<file path="src/iaoc_pkg.sv">
// shared widths, types and constants of the imu axis orientation calibrator
// no dependencies
package iaoc_pkg;

  localparam int unsigned AccW           = 16;
  localparam int unsigned SumW           = 24;
  localparam int unsigned CntW           = 8;
  localparam int unsigned ThrW           = 15;
  localparam int unsigned AxisW          = 2;
  localparam int unsigned NumAxes        = 3;
  localparam int unsigned SamplesDefault = 100;
  localparam int unsigned ThrReset       = 819;

  localparam int unsigned BodyX = 0;
  localparam int unsigned BodyY = 1;
  localparam int unsigned BodyZ = 2;

  typedef logic signed [AccW-1:0] acc_t;
  typedef logic signed [SumW-1:0] sum_t;

  typedef enum logic [1:0] {
    PhStatic = 2'd0,
    PhPitch  = 2'd1,
    PhRoll   = 2'd2,
    PhDone   = 2'd3
  } iaoc_phase_e;

  typedef struct packed {
    iaoc_phase_e                     phase;
    logic [CntW-1:0]                 count;
    logic [NumAxes-1:0][AxisW-1:0]   axis_map;
    logic [NumAxes-1:0]              acc_neg;
    logic [NumAxes-1:0]              gyro_neg;
  } iaoc_state_t;

  typedef struct packed {
    iaoc_phase_e        phase;
    logic [AxisW-1:0]   z_src;
    logic [AxisW-1:0]   y_src;
    logic [AxisW-1:0]   x_src;
    logic [NumAxes-1:0] acc_neg_mask;
    logic [NumAxes-1:0] gyro_neg_mask;
  } iaoc_res_t;

  localparam iaoc_state_t StateReset = '{
    phase:    PhStatic,
    count:    '0,
    axis_map: {AxisW'(2), AxisW'(1), AxisW'(0)},
    acc_neg:  '0,
    gyro_neg: '0
  };

endpackage

</file>
<file path="src/iaoc_bias_div.sv">
// per-axis division of the accel sums by the sample count
// reciprocal multiply with a registered quotient, uses iaoc_pkg
module iaoc_bias_div #(
  parameter int unsigned Samples = iaoc_pkg::SamplesDefault
) (
  input  logic          clk_i,
  input  iaoc_pkg::sum_t sum_i  [iaoc_pkg::NumAxes],
  output iaoc_pkg::acc_t bias_o [iaoc_pkg::NumAxes]
);
  import iaoc_pkg::*;

  localparam int unsigned AbsW  = SumW - 1;
  localparam int unsigned Shift = AbsW + $clog2(Samples);
  localparam int unsigned RecW  = AbsW + 2;
  localparam int unsigned ProdW = AbsW + RecW;
  localparam logic [RecW-1:0] Recip =
    RecW'(((64'd1 << Shift) + 64'(Samples) - 64'd1) / 64'(Samples));

  logic [AbsW-1:0]  abs_v  [NumAxes];
  logic [ProdW-1:0] prod   [NumAxes];
  logic [AccW-1:0]  qmag   [NumAxes];
  acc_t             bias_d [NumAxes];

  always_comb begin
    for (int i = 0; i < NumAxes; i++) begin
      abs_v[i]  = sum_i[i][SumW-1] ? AbsW'(-sum_i[i]) : AbsW'(sum_i[i]);
      prod[i]   = {{RecW{1'b0}}, abs_v[i]} * {{AbsW{1'b0}}, Recip};
      qmag[i]   = AccW'(prod[i] >> Shift);
      bias_d[i] = sum_i[i][SumW-1] ? acc_t'(-qmag[i]) : acc_t'(qmag[i]);
    end
  end

  always_ff @(posedge clk_i) begin
    bias_o <= bias_d;
  end

endmodule

</file>
<file path="src/iaoc_update.sv">
// next-state logic for one sample: averaging, z pick, pitch and roll search
// purely combinational, uses iaoc_pkg
module iaoc_update #(
  parameter int unsigned Samples = iaoc_pkg::SamplesDefault
) (
  input  iaoc_pkg::iaoc_state_t       state_i,
  input  logic                        halt_i,
  input  iaoc_pkg::acc_t              acc_i      [iaoc_pkg::NumAxes],
  input  iaoc_pkg::sum_t              acc_sum_i  [iaoc_pkg::NumAxes],
  input  iaoc_pkg::acc_t              acc_bias_i [iaoc_pkg::NumAxes],
  input  iaoc_pkg::acc_t              quot_i     [iaoc_pkg::NumAxes],
  input  logic [iaoc_pkg::ThrW-1:0]   thr_i,
  output iaoc_pkg::iaoc_state_t       state_o,
  output iaoc_pkg::sum_t              acc_sum_o  [iaoc_pkg::NumAxes],
  output iaoc_pkg::acc_t              acc_bias_o [iaoc_pkg::NumAxes]
);
  import iaoc_pkg::*;

  logic signed [AccW:0] corr     [NumAxes];
  logic [AccW:0]        corr_mag [NumAxes];
  logic [AccW:0]        bias_mag [NumAxes];
  logic [AccW:0]        thr_ext;
  logic [AxisW-1:0]     best;
  logic [AxisW-1:0]     rest;
  logic                 found;

  assign thr_ext = (AccW+1)'(thr_i);

  always_comb begin
    for (int i = 0; i < NumAxes; i++) begin
      corr[i]     = {acc_i[i][AccW-1], acc_i[i]} - {acc_bias_i[i][AccW-1], acc_bias_i[i]};
      corr_mag[i] = corr[i][AccW] ? -corr[i] : corr[i];
      bias_mag[i] = quot_i[i][AccW-1] ? -{quot_i[i][AccW-1], quot_i[i]}
                                      : {quot_i[i][AccW-1], quot_i[i]};
    end
    best = AxisW'(0);
    if (bias_mag[1] > bias_mag[0]) begin
      best = AxisW'(1);
    end
    if (bias_mag[2] > bias_mag[best]) begin
      best = AxisW'(2);
    end
  end

  always_comb begin
    state_o    = state_i;
    acc_sum_o  = acc_sum_i;
    acc_bias_o = acc_bias_i;
    found      = 1'b0;
    rest       = '0;
    if (halt_i) begin
      state_o.phase = PhStatic;
      state_o.count = '0;
    end else begin
      if (state_o.phase == PhStatic) begin
        if (state_i.count < CntW'(Samples)) begin
          for (int i = 0; i < NumAxes; i++) begin
            if (state_i.count == '0) begin
              acc_sum_o[i]  = SumW'(acc_i[i]);
              acc_bias_o[i] = '0;
            end else begin
              acc_sum_o[i] = acc_sum_i[i] + SumW'(acc_i[i]);
            end
          end
          state_o.count = state_i.count + CntW'(1);
        end else begin
          acc_bias_o                = quot_i;
          state_o.axis_map[BodyZ]   = best;
          state_o.acc_neg[BodyZ]    = quot_i[best][AccW-1];
          state_o.gyro_neg[BodyY]   = !quot_i[best][AccW-1];
          state_o.phase             = PhPitch;
        end
      end
      // first qualifying axis wins
      if (state_o.phase == PhPitch) begin
        for (int i = 0; i < NumAxes; i++) begin
          if (!found && AxisW'(i) != state_o.axis_map[BodyZ] && corr_mag[i] > thr_ext) begin
            found                   = 1'b1;
            state_o.axis_map[BodyY] = AxisW'(i);
            state_o.acc_neg[BodyY]  = corr[i][AccW];
            state_o.gyro_neg[BodyX] = corr[i][AccW];
            state_o.phase           = PhRoll;
          end
        end
      end
      if (state_o.phase == PhRoll) begin
        rest = AxisW'(NumAxes) - state_o.axis_map[BodyY] - state_o.axis_map[BodyZ];
        if (rest >= AxisW'(NumAxes)) begin
          rest = '0;
        end
        if (corr_mag[rest] > thr_ext) begin
          state_o.axis_map[BodyX] = rest;
          state_o.acc_neg[BodyX]  = corr[rest][AccW];
          state_o.gyro_neg[BodyY] = corr[rest][AccW];
          state_o.phase           = PhDone;
        end
      end
    end
  end

endmodule

</file>
<file path="src/imu_axis_orientation_calibrator_unit.sv">
// top level of the imu axis orientation calibrator
// depends on iaoc_pkg, iaoc_bias_div and iaoc_update
//
// One sample beat is taken per clock cycle, sustained, while the output is taken
// and no stall holds; every sample yields one result beat (input register, then
// result register). The only internal stall: the sample that closes averaging
// waits when it arrives directly behind the last summed sample, while the registered
// per-axis reciprocal multiply in the bias divider catches up with the sums.
// The threshold write port is always ready; write it only while idle.
module imu_axis_orientation_calibrator_unit #(
  parameter int unsigned Samples = iaoc_pkg::SamplesDefault
) (
  input  logic                           clk_i,
  input  logic                           rst_ni,
  input  logic                           cfg_valid_i,
  output logic                           cfg_ready_o,
  input  logic [iaoc_pkg::ThrW-1:0]      cfg_gravity_threshold_i,
  input  logic                           in_valid_i,
  output logic                           in_ready_o,
  input  iaoc_pkg::acc_t                 acc_x_i,
  input  iaoc_pkg::acc_t                 acc_y_i,
  input  iaoc_pkg::acc_t                 acc_z_i,
  input  iaoc_pkg::acc_t                 gyro_x_i,
  input  iaoc_pkg::acc_t                 gyro_y_i,
  input  iaoc_pkg::acc_t                 gyro_z_i,
  input  logic                           halt_i,
  output logic                           out_valid_o,
  input  logic                           out_ready_i,
  output logic [1:0]                     phase_o,
  output logic [iaoc_pkg::AxisW-1:0]     z_source_o,
  output logic [iaoc_pkg::AxisW-1:0]     y_source_o,
  output logic [iaoc_pkg::AxisW-1:0]     x_source_o,
  output logic [iaoc_pkg::NumAxes-1:0]   acc_neg_mask_o,
  output logic [iaoc_pkg::NumAxes-1:0]   gyro_neg_mask_o
);
  import iaoc_pkg::*;

  logic              in_vld_q;
  acc_t              in_acc_q  [NumAxes];
  logic              in_halt_q;
  logic [ThrW-1:0]   thr_q;
  iaoc_state_t       state_q;
  iaoc_state_t       state_d;
  sum_t              acc_sum_q [NumAxes];
  sum_t              acc_sum_d [NumAxes];
  acc_t              acc_bias_q [NumAxes];
  acc_t              acc_bias_d [NumAxes];
  acc_t              quot       [NumAxes];
  logic              sum_chg_q;
  logic              out_vld_q;
  iaoc_res_t         res_q;
  iaoc_res_t         res_d;
  logic              stall;
  logic              adv;

  assign cfg_ready_o = 1'b1;

  // closing sample needs quotients of the settled sums
  assign stall = !in_halt_q && state_q.phase == PhStatic &&
                 !(state_q.count < CntW'(Samples)) && sum_chg_q;
  assign adv        = in_vld_q && (!out_vld_q || out_ready_i) && !stall;
  assign in_ready_o = !in_vld_q || adv;

  iaoc_bias_div #(
    .Samples(Samples)
  ) u_bias_div (
    .clk_i  (clk_i),
    .sum_i  (acc_sum_q),
    .bias_o (quot)
  );

  iaoc_update #(
    .Samples(Samples)
  ) u_update (
    .state_i    (state_q),
    .halt_i     (in_halt_q),
    .acc_i      (in_acc_q),
    .acc_sum_i  (acc_sum_q),
    .acc_bias_i (acc_bias_q),
    .quot_i     (quot),
    .thr_i      (thr_q),
    .state_o    (state_d),
    .acc_sum_o  (acc_sum_d),
    .acc_bias_o (acc_bias_d)
  );

  always_comb begin
    res_d.phase         = state_d.phase;
    res_d.z_src         = state_d.axis_map[BodyZ];
    res_d.y_src         = state_d.axis_map[BodyY];
    res_d.x_src         = state_d.axis_map[BodyX];
    res_d.acc_neg_mask  = state_d.acc_neg;
    res_d.gyro_neg_mask = state_d.gyro_neg;
  end

  always_ff @(posedge clk_i or negedge rst_ni) begin
    if (!rst_ni) begin
      thr_q <= ThrW'(ThrReset);
    end else if (cfg_valid_i && cfg_ready_o) begin
      thr_q <= cfg_gravity_threshold_i;
    end
  end

  always_ff @(posedge clk_i or negedge rst_ni) begin
    if (!rst_ni) begin
      in_vld_q <= 1'b0;
    end else if (in_ready_o) begin
      in_vld_q <= in_valid_i;
    end
  end

  always_ff @(posedge clk_i) begin
    if (in_valid_i && in_ready_o) begin
      in_acc_q[0] <= acc_x_i;
      in_acc_q[1] <= acc_y_i;
      in_acc_q[2] <= acc_z_i;
      in_halt_q   <= halt_i;
    end
  end

  always_ff @(posedge clk_i or negedge rst_ni) begin
    if (!rst_ni) begin
      state_q    <= StateReset;
      acc_sum_q  <= '{default: '0};
      acc_bias_q <= '{default: '0};
      sum_chg_q  <= 1'b0;
    end else begin
      sum_chg_q <= adv;
      if (adv) begin
        state_q    <= state_d;
        acc_sum_q  <= acc_sum_d;
        acc_bias_q <= acc_bias_d;
      end
    end
  end

  always_ff @(posedge clk_i or negedge rst_ni) begin
    if (!rst_ni) begin
      out_vld_q <= 1'b0;
    end else if (adv) begin
      out_vld_q <= 1'b1;
    end else if (out_ready_i) begin
      out_vld_q <= 1'b0;
    end
  end

  always_ff @(posedge clk_i) begin
    if (adv) begin
      res_q <= res_d;
    end
  end

  assign out_valid_o     = out_vld_q;
  assign phase_o         = res_q.phase;
  assign z_source_o      = res_q.z_src;
  assign y_source_o      = res_q.y_src;
  assign x_source_o      = res_q.x_src;
  assign acc_neg_mask_o  = res_q.acc_neg_mask;
  assign gyro_neg_mask_o = res_q.gyro_neg_mask;

endmodule

</file>
<file path="config.mk">
export PLATFORM = sky130hd
export DESIGN_NAME = imu_axis_orientation_calibrator_unit
export DESIGN_NICKNAME = d
export VERILOG_FILES = /design/src/iaoc_pkg.sv /design/src/iaoc_bias_div.sv /design/src/iaoc_update.sv /design/src/imu_axis_orientation_calibrator_unit.sv
export SDC_FILE = /design/constraint.sdc
export NUM_CORES = 2
export LEC_CHECK = 0
export ABC_AREA = 0
export BUFFER_PORTS_ARGS = -buffer_cell sky130_fd_sc_hd__buf_2
export CORE_MARGIN = 2
export CORE_UTILIZATION = 27
export CTS_CLUSTER_DIAMETER = 30
export CTS_CLUSTER_SIZE = 30
export DETAILED_ROUTE_END_ITERATION = 8
export GPL_TIMING_DRIVEN = 1
export SLEW_MARGIN = 30
export SYNTH_ARGS = -nofsm -noshare
export SYNTH_HDL_FRONTEND = slang
export SYNTH_SLANG_ARGS = --single-unit
</file>
<file path="constraint.sdc">
create_clock -name clk_i -period 25 [get_ports clk_i]
set_input_delay 1.25 -clock clk_i [delete_from_list [all_inputs] [get_ports clk_i]]
set_output_delay 1.25 -clock clk_i [all_outputs]
set_load 0.01 [all_outputs]
</file>
==> results_dict.tcl <==
set metrics [dict create \
    yosysWarningCount 0 \
    slew_headroom_pct 35.5 \
    synth_top_area_cell "fa_1" \
    path_common_cell "nand2_1" \
    hold_path_end "state_q[11]$_DFFE_PN1P_" \
    final_cell_mix "1049 x inv_1, 934 x ha_1, 600 x fa_1" \
    hold_viol 0 \
    synth_flop_cell "dfrtp_1" \
    final_antenna_net_count 0 \
    dp_hpwl_mm 115 \
    avgSynthCellArea_um2 9.36 \
    yosys-top-cells-area "fa_1 24%, ha_1 23%, inv_1 7.9%" \
    ys_ff_latch 269 \
    drive_gt1_share_pct 6.42 \
    timing.fmax_mhz 85.3 \
    vias_per_cell 4.68 \
    ioPinCount 134 \
    clkTransAtPathRegs_ns 0.05 \
    place_inst 7806 \
    crit_path_end_kind "register" \
    hold_path_class "reg -> reg" \
    synth-edff-count 62 \
    finalCriticalPeriod_ns 11.73 \
    wire_per_inst_um 17.0 \
    reg2reg_from "u_bias_div.bias_o[18]$_DFF_P_" \
    rsz0062_at_grt "false" \
    dieArea_um2 188000 \
    clk_path_buf_depth 3 \
    n_antenna_cell 0 \
    dpl_cell_area_um2 53300 \
    fillers 18900 \
    synth_area_um2 49900 \
    coreArea_um2 183000 \
    ys_async_sr_fraction_pct 59.1 \
    cts_hold_buf 0 \
    slowest_stage "a221oi_1" \
    final-setup-viol-count 0 \
    reg2reg_slack_ns 13.27 \
    final_common_cell "inv_1" \
    reg2regPathDepth 51 \
    grt_max_degree 68 \
    worst_pin_slew_ns 0.960 \
    io_buffers 83 \
    arrival_ns 12.09 \
    cts_tree "done" \
    final_cells 7946 \
    final_area_um2 55900 \
    synth_top_area_share_pct 24.1 \
    cts_setup_buffers 0 \
    cts-root-buf "clkbuf_16" \
    status "completed" \
    yosysSeqAreaShare_pct 13.7 \
    rows 157 \
    cts.sinks 269 \
    fp.dieW_um 434 \
    cts.htree.levels 3 \
    cts-buffers-inserted 75 \
    grtUsageTotal_pct 14.6 \
    gp_congestion 0.924 \
    cp-start-kind "register" \
    grt_pass1_vias 38700 \
    drt_iter0_drc 2181 \
    wl_mm 135 \
    grt_antenna_before_repair 6 \
    worst-path-max-fanout 23 \
    fin_skew_ns 0.0330 \
    whs_path_depth 2 \
    slew_viol_final 0 \
    clock_latency_ns 0.64 \
    maxCapViolCount 0 \
    via_count 37200 \
    period_share_pct 46.9 \
    drt_pass1_iterations 6 \
    area_growth_pct 12.0 \
    cts_resized 0 \
    critical-path-max-stage-delay_ns 0.59 \
    syn_inst 5330 \
    overflow 0 \
    dieHeight_um 434 \
    r2r_end "x_source_o[0]$_DFFE_PP_" \
    fin_nets 7070 \
    hold_start "state_q[11]$_DFFE_PN1P_" \
    yosysUniqueCellTypes 112 \
    initial_core_util_pct 27.2 \
    drc 0 \
    critPathKind "reg -> reg" \
    grt_pass1_wl_mm 215 \
    required_ns 25.36 \
    fin_setup_tns_ns 0 \
]
==> through the flow <==
| step | worst slack (ns) | utilization (%) | hold slack, ns |
|---|---|---|---|
| 3_3_place_gp | 13.29 | 29.1 | 0.455 |
| 3_5_place_dp | 13.48 | 29.1 | 0.458 |
| 5_1_grt | 12.51 | 30.5 | 0.498 |
| 6_report | 13.27 | 30.5 | 0.470 |
| 2_1_floorplan | 14.90 | - | 0.445 |
| 4_1_cts | 13.37 | 30.5 | 0.468 |
==> worst max path at each step <==
stage / to / slack [ns] / from
finish: x_source_o[0]$_DFFE_PP_ / 13.27 / u_bias_div.bias_o[18]$_DFF_P_
global route: x_source_o[0]$_DFFE_PP_ / 12.51 / u_bias_div.bias_o[18]$_DFF_P_
CTS: x_source_o[0]$_DFFE_PP_ / 13.37 / u_bias_div.bias_o[18]$_DFF_P_
detailed placement: x_source_o[0]$_DFFE_PP_ / 13.48 / u_bias_div.bias_o[18]$_DFF_P_
global placement: x_source_o[0]$_DFFE_PP_ / 13.29 / u_bias_div.bias_o[18]$_DFF_P_
floorplan: u_bias_div.bias_o[15]$_DFF_P_ / 14.90 / acc_sum_q[0]$_DFFE_PN0P_
==> logic make-up after synthesis <==
family          Yosys count  share of synthesized area [%]
fa+ha+maj              1534                           47.5
buf+inv                1161                           8.79
simple gates           1006                           9.97
compound gates          987                           13.3
xor+xnor                316                           5.58
flops                   269                           13.7
mux                      55                           1.18
other cells               2                         0.0151
==> worst max-delay path, delay by kind of cell (launching register included) <==
| kind | cells | cell delay, ns |
|---|---|---|
| compound gates | 22 | 4.98 |
| xor+xnor | 4 | 1.16 |
| fa+ha+maj | 4 | 1.03 |
| buf+inv | 1 | 0.38 |
| flops | 1 | 0.34 |
| mux | 1 | 0.33 |
| simple gates | 19 | 3.19 |
==> per-layer routing <==
metal	global-route usage (%)	share of wire, %	vias up
met5	0	0.0096	-
met4	4.77	3.3	2
met3	1.72	3.8	183
met2	25.0	48	717
met1	18.9	45	18200
li1	-	-	18100
==> cell type report <==
type	instances	area [µm²]	share of cell area (%)
timing repair buffer	119	698	1.25
clock inverter	47	429	0.768
tap	2464	3080	5.52
sequential	269	6810	12.2
inverter	1050	3940	7.06
clock buffer	93	2100	3.76
multi-input combinational	3904	38800	69.5
==> flip-flops by register name (all words and copies together), names as in the netlist <==
| register | cells |
|---|---|
| phase_o | 2 |
| in_acc_q | 48 |
| x_source_o | 2 |
| u_bias_div.bias_o | 48 |
| z_source_o | 2 |
| sum_chg_q | 1 |
| y_source_o | 2 |
| out_valid_o | 1 |
| acc_neg_mask_o | 3 |
| state_q | 21 |
| in_vld_q | 1 |
| in_halt_q | 1 |
| acc_sum_q | 72 |
| gyro_neg_mask_o | 2 |
| acc_bias_q | 48 |
| thr_q | 15 |
==> synthesized netlist by cell type, types with 23 or more instances <==
cell	count
inv_1	1049
ha_1	934
fa_1	600
nand2_1	312
o21ai_0	243
nor2_1	227
xnor2_1	222
a21oi_1	213
dfrtp_1	151
clkbuf_1	95
xor2_1	92
a21o_1	84
nor3_1	72
edfxtp_1	62
nand3_1	61
a22o_1	58
o21a_1	55
o31ai_1	54
nand2b_1	53
dfxtp_1	48
nor2b_1	44
mux2i_1	38
or3_1	37
a31oi_1	34
o211ai_1	33
nand4_1	30
a211oi_1	26
and2_1	26
and3_1	24
or4_1	23
Power is not shown: default switching activity piles up to over one toggle a cycle in this logic, so the estimate is an artifact.
